**config.mk**
```make
export PLATFORM = sky130hd
export DESIGN_NAME = mpkt_cell
export DESIGN_NICKNAME = d
export VERILOG_FILES = /design/src/hw/rtl/mpkt_pkg.sv /design/src/hw/rtl/mpkt_cell.sv
export SDC_FILE = /design/constraint.sdc
export NUM_CORES = 1
export LEC_CHECK = 0
export BUFFER_PORTS_ARGS = -buffer_cell sky130_fd_sc_hd__buf_4
export CAP_MARGIN = 20
export CORE_ASPECT_RATIO = 0.9
export CORE_MARGIN = 2
export CORE_UTILIZATION = 40
export DETAILED_ROUTE_END_ITERATION = 7
export GPL_TIMING_DRIVEN = 0
export PLACE_DENSITY = 0.69
export SLEW_MARGIN = 20
export SYNTH_ARGS = -nofsm -noshare
export SYNTH_HDL_FRONTEND = slang
export SYNTH_SLANG_ARGS = --single-unit
```
**constraint.sdc**
```tcl
create_clock -name clk -period 11.9 [get_ports clk]
set_clock_uncertainty 0.2 [all_clocks]
set_input_delay 0 -clock clk [delete_from_list [all_inputs] [get_ports clk]]
set_output_delay 0 -clock clk [all_outputs]
set_load 0.01 [all_outputs]
```
**src/hw/rtl/mpkt_pkg.sv**
```systemverilog
package mpkt_pkg;

  localparam int MAX_TRADES = 16;
  localparam int PRICE_W    = 16;
  localparam int PROFIT_W   = 26;
  localparam int COST_W     = 28;
  localparam int LIMIT_W    = 5;
  localparam int LANE_W     = $clog2(MAX_TRADES + 1);
  localparam int SEL_W      = (LANE_W > LIMIT_W) ? LANE_W : LIMIT_W;

  localparam logic [PROFIT_W-1:0] PROFIT_MAX = {PROFIT_W{1'b1}};

  localparam logic [2:0] ADDR_TRADE_LIMIT = 3'd0;
  localparam logic [2:0] ADDR_UNLIMITED   = 3'd4;

  // Control broadcast from the top level to every cell.
  typedef struct packed {
    logic               step;
    logic               first;
    logic [PRICE_W-1:0] price;
  } cell_ctrl_t;

endpackage

```
**src/hw/rtl/mpkt_cell.sv**
```systemverilog
module mpkt_cell
  import mpkt_pkg::*;
(
  input  logic                clk,
  input  logic                rst,
  input  cell_ctrl_t          ctrl,
  input  logic [PROFIT_W-1:0] prev_profit,
  output logic [PROFIT_W-1:0] profit
);

  logic signed [COST_W-1:0] lowest;
  logic signed [COST_W-1:0] cand;
  logic signed [COST_W-1:0] lowest_next;
  logic signed [COST_W:0]   gain;
  logic [PROFIT_W-1:0]      gain_sat;
  logic [PROFIT_W-1:0]      profit_next;

  // prev_profit is the neighbor's value from the previous item, which gives
  // the descending-count order of the update.
  always_comb begin
    cand = $signed({{(COST_W-PRICE_W){1'b0}}, ctrl.price})
         - $signed({{(COST_W-PROFIT_W){1'b0}}, prev_profit});
    lowest_next = (cand < lowest) ? cand : lowest;
    gain = $signed({{(COST_W+1-PRICE_W){1'b0}}, ctrl.price})
         - $signed({lowest_next[COST_W-1], lowest_next});
    if (gain < 0) begin
      gain_sat = '0;
    end else if (gain > $signed({3'b000, PROFIT_MAX})) begin
      gain_sat = PROFIT_MAX;
    end else begin
      gain_sat = gain[PROFIT_W-1:0];
    end
    profit_next = (gain_sat > profit) ? gain_sat : profit;
  end

  always_ff @(posedge clk) begin
    if (rst) begin
      lowest <= '0;
      profit <= '0;
    end else if (ctrl.step) begin
      if (ctrl.first) begin
        lowest <= $signed({{(COST_W-PRICE_W){1'b0}}, ctrl.price});
        profit <= '0;
      end else begin
        lowest <= lowest_next;
        profit <= profit_next;
      end
    end
  end

endmodule

```
==> results of run 1 <==
==> power breakdown <==
group	switching, mW	total, mW	internal [mW]
Sequential	0.0148	0.215	0.200
Combinational	0.346	0.602	0.257
Clock	0.0722	0.150	0.0775
Total	0.433	0.967	0.534
==> metrics by stage <==
stage / setup TNS [ns] / instance area [µm²] / instances
global placement: -8.61 / 7300 / 1146
detailed placement: -9.94 / 7300 / 1146
finish: 0 / 7620 / 1169
CTS: 0 / 7610 / 1170
global route: 0 / 7620 / 1169
floorplan: 0 / 6510 / 869
==> logic make-up after synthesis <==
family | after synthesis | share of synthesized area [%]
simple gates | 262 | 19.8
flops | 54 | 16.6
buf+inv | 120 | 7.13
compound gates | 284 | 30.9
mux | 17 | 2.90
xor+xnor | 47 | 6.32
fa+ha+maj | 85 | 16.3
==> sequential cells by signal (all words and copies together) (netlist names), named ones only <==
signal,count
profit,26
lowest,27
==> final cells by class <==
| type | count | area [µm²] | area share, % |
|---|---|---|---|
| repair buffers | 87 | 696 | 9.12 |
| plain buffers | 33 | 144 | 1.89 |
| multi-input cells | 695 | 4990 | 65.4 |
| inverters | 86 | 323 | 4.23 |
| well taps | 207 | 259 | 3.40 |
| flip-flops and latches | 54 | 1080 | 14.2 |
| clock buffers | 7 | 133 | 1.74 |
==> layout by cell type, fill, tap and decap left out, types with 11 or more instances in the layout <==
cell type      instances
inv_1                 86
ha_1                  77
nor2_1                75
buf_4                 71
nand2_1               69
o21ai_0               59
dfxtp_1               54
a21oi_1               47
xnor2_1               32
clkbuf_1              26
nand3_1               24
a21o_1                23
o21a_1                19
dlygate4sd3_1         17
nand2b_1              15
xor2_1                14
nor3_1                14
nand4_1               14
a22o_1                13
a31oi_1               11
mux2i_1               11
==> repair_timing <==
action,in CTS,in global routing
hold endpoints to repair,17,0
hold buffers,17,0
endpoints found under the setup margin,20,26
gates resized for setup,2,12
==> path summary, 6_finish.rpt <==
path                           startpoint                       to
setup reg to reg   lowest[5]$_SDFFE_PP0P_  profit[17]$_SDFFE_PP0P_
hold reg to reg   profit[19]$_SDFFE_PP0P_  profit[19]$_SDFFE_PP0P_
setup / recovery                 ctrl[11]  profit[17]$_SDFFE_PP0P_
hold / removal                   ctrl[17]  profit[15]$_SDFFE_PP0P_
==> worst max-delay path: cells and delay by family <==
family          cells  cell delay [ns]
xor+xnor            1             0.30
buf+inv             8             2.16
compound gates     23             5.09
simple gates        9             2.16
fa+ha+maj           5             1.36
==> per-layer routing <==
| metal | up-vias | track usage (%) |
|---|---|---|
| li1 | 3360 | - |
| met1 | 3072 | 33.5 |
| met2 | 243 | 34.4 |
| met3 | 15 | 3.49 |
| met4 | 0 | 4.02 |
| met5 | - | 0 |
==> tab_implementation.tex, run 1 <==
\begin{tabular}{lr}
\hline
Metric & Value \\
\hline
\multicolumn{2}{l}{\textbf{Detailed routing}} \\
\quad Vias per cell & 5.72 \\
\quad Detailed-route wire length on metal 1 & 9500 µm \\
\quad Met3 wirelength from detailed routing & roughly 1500 µm \\
\quad Iteration-0 DRC count of the detailed router & just over 600 \\
\quad Pre-antenna DRT Iters & 5 \\
\quad Total DRC errors in the routed layout & 0 \\
\quad Highest routed metal layer & met4 \\
\quad Total number of vias & roughly 6700 \\
\quad Post-DR wirelength/cell & 16.4 µm \\
\quad Post-Route WL & 19200 µm \\
\quad DR WL met2 & $\sim$8000 µm \\
\quad Number of routed nets with antenna violations & 0 \\
\multicolumn{2}{l}{\textbf{STA}} \\
\quad Final hold slack & -0.0228 ns \\
\quad Transition at the pin with the smallest max-transition slack & a little over 0.9 ns \\
\quad Min Tclk post-route & between 10 and 15 ns \\
\quad Max frequency & 90.7 MHz \\
\quad Worst Setup Slack, final & 0.875 ns \\
\quad Max-slew headroom at the worst pin & 38.6\% \\
\quad Unrepaired setup endpoints after global routing & false \\
\quad Final Setup Violations & 0 \\
\quad Final cycle utilization of the critical path & 92.6\% \\
\quad Number of hold-slack violations in the final timing report & 3 \\
\quad Fin. max-slew vios & 0 \\
\multicolumn{2}{l}{\textbf{Yosys}} \\
\quad Number of instances in the synthesized netlist & roughly 870 \\
\quad EDFF count, synth & 0 \\
\quad Library cells used by synthesis & 77 \\
\quad Most area-hungry cell type in the Yosys netlist & dfxtp\_1 \\
\quad Most frequently used flop master after synthesis & dfxtp\_1 \\
\quad Most frequent cells after synthesis & inv\_1, ha\_1, nor2\_1 \\
\quad Top cell type's share of synthesized area & 16.6\% \\
\quad FFs w/ async S/R, synth & 0\% \\
\quad Synthesis warning total & 0 \\
\quad Most numerous cell in the Yosys netlist & inv\_1 \\
\quad Post-Synthesis Cell Area & 0.00651 mm² \\
\quad Number of storage elements in the synthesis netlist & 54 \\
\quad Mean area per synthesized cell & 7.50 µm² \\
\quad Net Count, Synth & 994 \\
\quad Sequential fraction of the synthesis area & 16.6\% \\
\quad Top area cells in the synthesized netlist & dfxtp\_1, ha\_1, inv\_1 \\
\multicolumn{2}{l}{\textbf{Die}} \\
\quad Die ar. & 0.0173 mm² \\
\quad Row Count & between 40 and 50 \\
\quad Vertical die dimension & 125 µm \\
\quad Floorplan Core Area & 0.0160 mm² \\
\quad Ports placed on the boundary & 72 \\
\quad Width of the chip & around 140 µm \\
\quad Initial core utilization & 40.7\% \\
\multicolumn{2}{l}{\textbf{Global routing}} \\
\quad Antenna violations before repair & 0 \\
\quad Number of global-route vias before repair & 6232 \\
\quad Total routing usage reported by global routing & between 20\% and 30\% \\
\quad Largest net degree at the start of global routing & 15 \\
\quad First-pass GRT wire length & $\sim$32000 µm \\
\quad Overall overflow remaining after global route & 0 \\
\multicolumn{2}{l}{\textbf{Finish}} \\
\quad Post-layout net count & 1087 \\
\quad Number of antenna cells inserted & 0 \\
\quad Fraction of layout cells with a size suffix above 1 & 11.6\% \\
\quad Area growth from synthesis to final layout & 17.1\% \\
\quad Fill cell total of the finished layout & about 1600 \\
\quad Post-layout util & 47.6\% \\
\multicolumn{2}{l}{\textbf{Job}} \\
\quad \# Max-Cap Violations & 0 \\
\multicolumn{2}{l}{\textbf{Clock tree}} \\
\quad Post CTS Setup Buffer Count & 0 \\
\quad Number of sinks driven by the clock tree & 54 \\
\quad Root Buffer & clkbuf\_16 \\
\quad Clock latency of the later-clocked register in the worst-skew pair & 0.30 ns \\
\quad TritonCTS clock tree & built \\
\quad Register clock-pin slew on the reported worst setup and hold paths & 0.07 ns \\
\quad Number of buffers created by CTS & 5 \\
\quad Clock H-tree levels & 2 \\
\quad Longest Clk Path Bufs & 2 \\
\multicolumn{2}{l}{\textbf{Worst setup path}} \\
\quad Largest fanout on the critical path & 10 \\
\quad Critical Path Start Type & input pin \\
\quad FF-to-FF setup slack & 2.55 ns \\
\quad Classification of the worst setup path & in2reg \\
\quad Standard cell with the maximum stage delay on the critical path & or4\_1 \\
\quad Logic depth of the worst register-to-register path & 37 \\
\quad Critical Path Sink Type & flip-flop \\
\quad Data required, critical path & 11.95 ns \\
\quad Most frequent cell on the critical path & o21a\_1 \\
\quad Max stage delay on crit path & 0.59 ns \\
\quad Arrival time at the worst endpoint & 11.08 ns \\
\multicolumn{2}{l}{\textbf{Power}} \\
\quad Worst ir drop on vdd & 0.0000762 V \\
\quad Static leakage & around 3.3 nW \\
\quad Pwr dens & 127 mW/mm² \\
\quad Power, Total & 0.967 mW \\
\multicolumn{2}{l}{\textbf{Min path}} \\
\quad Hold Path Stages & 4 \\
\quad Class of the tightest hold or removal check & in2reg \\
\multicolumn{2}{l}{\textbf{Run status}} \\
\quad Result of the run & finished, violations left \\
\quad Violated checks & negative hold slack \\
\multicolumn{2}{l}{\textbf{Place}} \\
\quad Routability cong. & 0.952 \\
\quad \# port buffers & 70 \\
\quad Dpl hpwl & 15400 µm \\
\quad Post-Place Worst Slack & -0.530 ns \\
\hline
\end{tabular}
No activity file was read; power rests on OpenSTA's default activity.
==> run 2, diff against run 1 <==
- PLACE_DENSITY: 0.69 -> 0.71
- clock period: 11.9 -> 9.2 ns (I/O delays scaled with it)
==> run 2 against run 1 <==
  * The run still ends with negative hold slack left
  * Worst setup slack worse by 0.75 ns
  * Sequential share of layout area is 1.6 points lower
  * Die area stayed put
  * Cell area is 12% higher
  * Power is 47% higher
  * Critical path depth is 4 higher
  * Wire length is 10% higher
  * Non-clock buffer count is 47 higher
  * Clock power is 71% higher
  * Count of clock-buffer cells in the layout is 2 lower
  * Global-route usage is 0.68 points higher
  * First-iteration DRC count is 0.81% lower
  * Largest cell class unchanged
==> tab_implementation.tex, run 2 (synthesis results as in run 1) <==
\begin{tabular}{lr}
\hline
Metric & Value \\
\hline
\multicolumn{2}{l}{\textbf{Worst setup path}} \\
\quad Most frequent cell on the critical path & o21a\_1 \\
\quad Classification of the worst setup path & in2reg \\
\quad Max stage delay on crit path & 0.48 ns \\
\quad Data required, critical path & 9.26 ns \\
\quad Critical Path Sink Type & flip-flop \\
\quad Standard cell with the maximum stage delay on the critical path & a2111o\_1 \\
\quad Largest fanout on the critical path & 10 \\
\quad Arrival time at the worst endpoint & between 9 and 10 ns \\
\quad Critical Path Start Type & input pin \\
\multicolumn{2}{l}{\textbf{Clock tree}} \\
\quad Longest Clk Path Bufs & 2 \\
\quad Root Buffer & clkbuf\_16 \\
\quad Number of buffers created by CTS & 5 \\
\quad Clock latency of the later-clocked register in the worst-skew pair & between 0.3 and 0.4 ns \\
\quad Clock H-tree levels & 2 \\
\quad Number of sinks driven by the clock tree & 54 \\
\quad TritonCTS clock tree & built \\
\quad Register clock-pin slew on the reported worst setup and hold paths & around 0.070 ns \\
\multicolumn{2}{l}{\textbf{Job}} \\
\quad \# Max-Cap Violations & 0 \\
\multicolumn{2}{l}{\textbf{Finish}} \\
\quad Fraction of layout cells with a size suffix above 1 & 21.5\% \\
\quad Fill cell total of the finished layout & roughly 1500 \\
\quad Register Area & roughly 0.0011 mm² \\
\quad Leading cell type in the layout, fill and taps excluded & buf\_4 \\
\quad Flip-flop count of the largest register after layout & 27 \\
\quad Area used by multi-input combinational logic & 0.00537 mm² \\
\quad Total non-filler cell area in the finished layout & 0.00856 mm² \\
\quad Post-layout util & 53.5\% \\
\quad Area growth from synthesis to final layout & 31.5\% \\
\quad Post-layout net count & 1134 \\
\quad Commonest cells after routing, fill and taps aside & buf\_4, inv\_1, nor2\_1 \\
\quad Registers with the most flip-flops & lowest (27), profit (26) \\
\quad Register containing the most flip-flops in the final layout & lowest \\
\quad Number of antenna cells inserted & 0 \\
\multicolumn{2}{l}{\textbf{Die}} \\
\quad Vertical die dimension & 125 µm \\
\quad Die ar. & 0.0173 mm² \\
\quad Ports placed on the boundary & 72 \\
\quad Floorplan Core Area & 0.0160 mm² \\
\quad Width of the chip & 139 µm \\
\quad Row Count & 44 \\
\quad Initial core utilization & 40.7\% \\
\multicolumn{2}{l}{\textbf{Detailed routing}} \\
\quad Met3 wirelength from detailed routing & between 1500 and 2000 µm \\
\quad Pre-antenna DRT Iters & 6 \\
\quad Total number of vias & 7222 \\
\quad Total DRC errors in the routed layout & 0 \\
\quad Iteration-0 DRC count of the detailed router & 612 \\
\quad Vias per cell & roughly 5.9 \\
\quad Post-Route WL & about 21000 µm \\
\quad Number of routed nets with antenna violations & 0 \\
\quad Highest routed metal layer & met4 \\
\quad Detailed-route wire length on metal 1 & roughly 9400 µm \\
\quad Post-DR wirelength/cell & 17.4 µm \\
\quad DR WL met2 & 9380 µm \\
\multicolumn{2}{l}{\textbf{Power}} \\
\quad Int Power & 0.805 mW \\
\quad Proportion of power drawn by the clock network & 18.0\% \\
\quad Pwr dens & approximately 170 mW/mm² \\
\quad Static leakage & 3.68 nW \\
\quad Part of the power in registers & 19.5\% \\
\quad Switching power summed over all nets & 0.619 mW \\
\quad Combinational Power Share & 62.5\% \\
\quad Worst ir drop on vdd & between 0.0001 and 0.00015 V \\
\quad Net switching share of the total power & between 40\% and 50\% \\
\multicolumn{2}{l}{\textbf{STA}} \\
\quad Unrepaired setup endpoints after global routing & true \\
\quad Final hold slack & -0.00240 ns \\
\quad Max-slew headroom at the worst pin & 23.7\% \\
\quad Max frequency & 110 MHz \\
\quad Min Tclk post-route & 9.08 ns \\
\quad Final cycle utilization of the critical path & 98.7\% \\
\quad Final Setup Violations & 0 \\
\quad Number of hold-slack violations in the final timing report & 1 \\
\quad Fin. max-slew vios & 0 \\
\quad Transition at the pin with the smallest max-transition slack & 1.14 ns \\
\multicolumn{2}{l}{\textbf{Place}} \\
\quad Routability cong. & 0.945 \\
\quad Standard cell area after detailed placement & 0.00736 mm² \\
\quad \# port buffers & 70 \\
\quad Dpl hpwl & 15700 µm \\
\multicolumn{2}{l}{\textbf{Global routing}} \\
\quad Number of global-route vias before repair & 6482 \\
\quad Overall overflow remaining after global route & 0 \\
\quad Largest net degree at the start of global routing & 29 \\
\quad First-pass GRT wire length & 33000 µm \\
\quad Antenna violations before repair & 0 \\
\quad Total routing usage reported by global routing & between 20\% and 30\% \\
\multicolumn{2}{l}{\textbf{Run status}} \\
\quad Result of the run & finished, violations left \\
\quad Violated checks & negative hold slack \\
\multicolumn{2}{l}{\textbf{Min path}} \\
\quad Class of the tightest hold or removal check & in2reg \\
\hline
\end{tabular}
run 2: cell types whose count changed in the layout (fill, tap and decap cells not counted), moves of 5 or more:
cell	change
ha_1	-7
buf_4	+43
a21oi_1	-5
clkbuf_1	-8
o21ai_0	-8
run 2: layer usage:
metal  up-vias  global-route usage [%]
met5         -                       0
met4         0                    6.06
met3        48                    3.91
met2       333                    36.8
met1      3385                    32.5
li1       3456                       -
run 2: per-stage QoR:
stage	power, mW	setup TNS, ns	worst slack [ns]	std cells	hold slack (ns)
after floorplan	0.845	0	0.0348	869	-0.0326
final	1.42	0	0.122	1217	-0.00240
after CTS	1.36	0	0.00705	1191	0.0178
after global placement	1.04	-43.12	-1.73	1146	0.0984
after detailed placement	1.05	-44.65	-1.80	1146	0.111
after global routing	1.52	-6.24	-0.273	1217	0.0452
run 2: final timing paths:
kind,from,endpoint,slack [ns],cells after the start
hold reg to reg,profit[0]$_SDFFE_PP0P_,profit[0]$_SDFFE_PP0P_,0.29,2
hold / removal,prev_profit[0],lowest[0]$_SDFFE_PP0P_,-0.002,5
setup reg to reg,lowest[5]$_SDFFE_PP0P_,profit[3]$_SDFFE_PP0P_,1.22,36
setup / recovery,ctrl[0],profit[3]$_SDFFE_PP0P_,0.12,50
run 2: power by group through the flow:
stage	logic (mW)	registers, mW	clock network (mW)
finish	0.889	0.278	0.257
CTS	0.821	0.277	0.257
detailed placement	0.772	0.283	0
global placement	0.761	0.282	0
floorplan	0.560	0.286	0
global route	0.978	0.281	0.266
run 2: worst max-delay path, delay by kind of cell:
family                   cells  cell delay [ns]
AO/OA/AOI/OAI               25             4.55
adder cells (fa/ha/maj)      6             1.48
buffers and inverters       10             1.35
AND/OR/NAND/NOR              9             1.75
run 2: layout make-up:
class / count / share of cell area [%]
Inverter: 86 / 3.77
Clock buffer: 5 / 1.46
Multi-Input combinational cell: 695 / 62.7
Tap cell: 207 / 3.02
Sequential cell: 54 / 12.6
Buffer: 30 / 2.51
Clock inverter: 3 / 0.804
Timing Repair Buffer: 137 / 13.1
run 2: repair_timing:
item,in CTS,in global routing
hold buffers,19,0
resized for setup,46,54
setup buffers,21,25
setup endpoints to repair,26,26
hold endpoints to repair,18,0
pin swaps,21,37
gates cloned,0,2
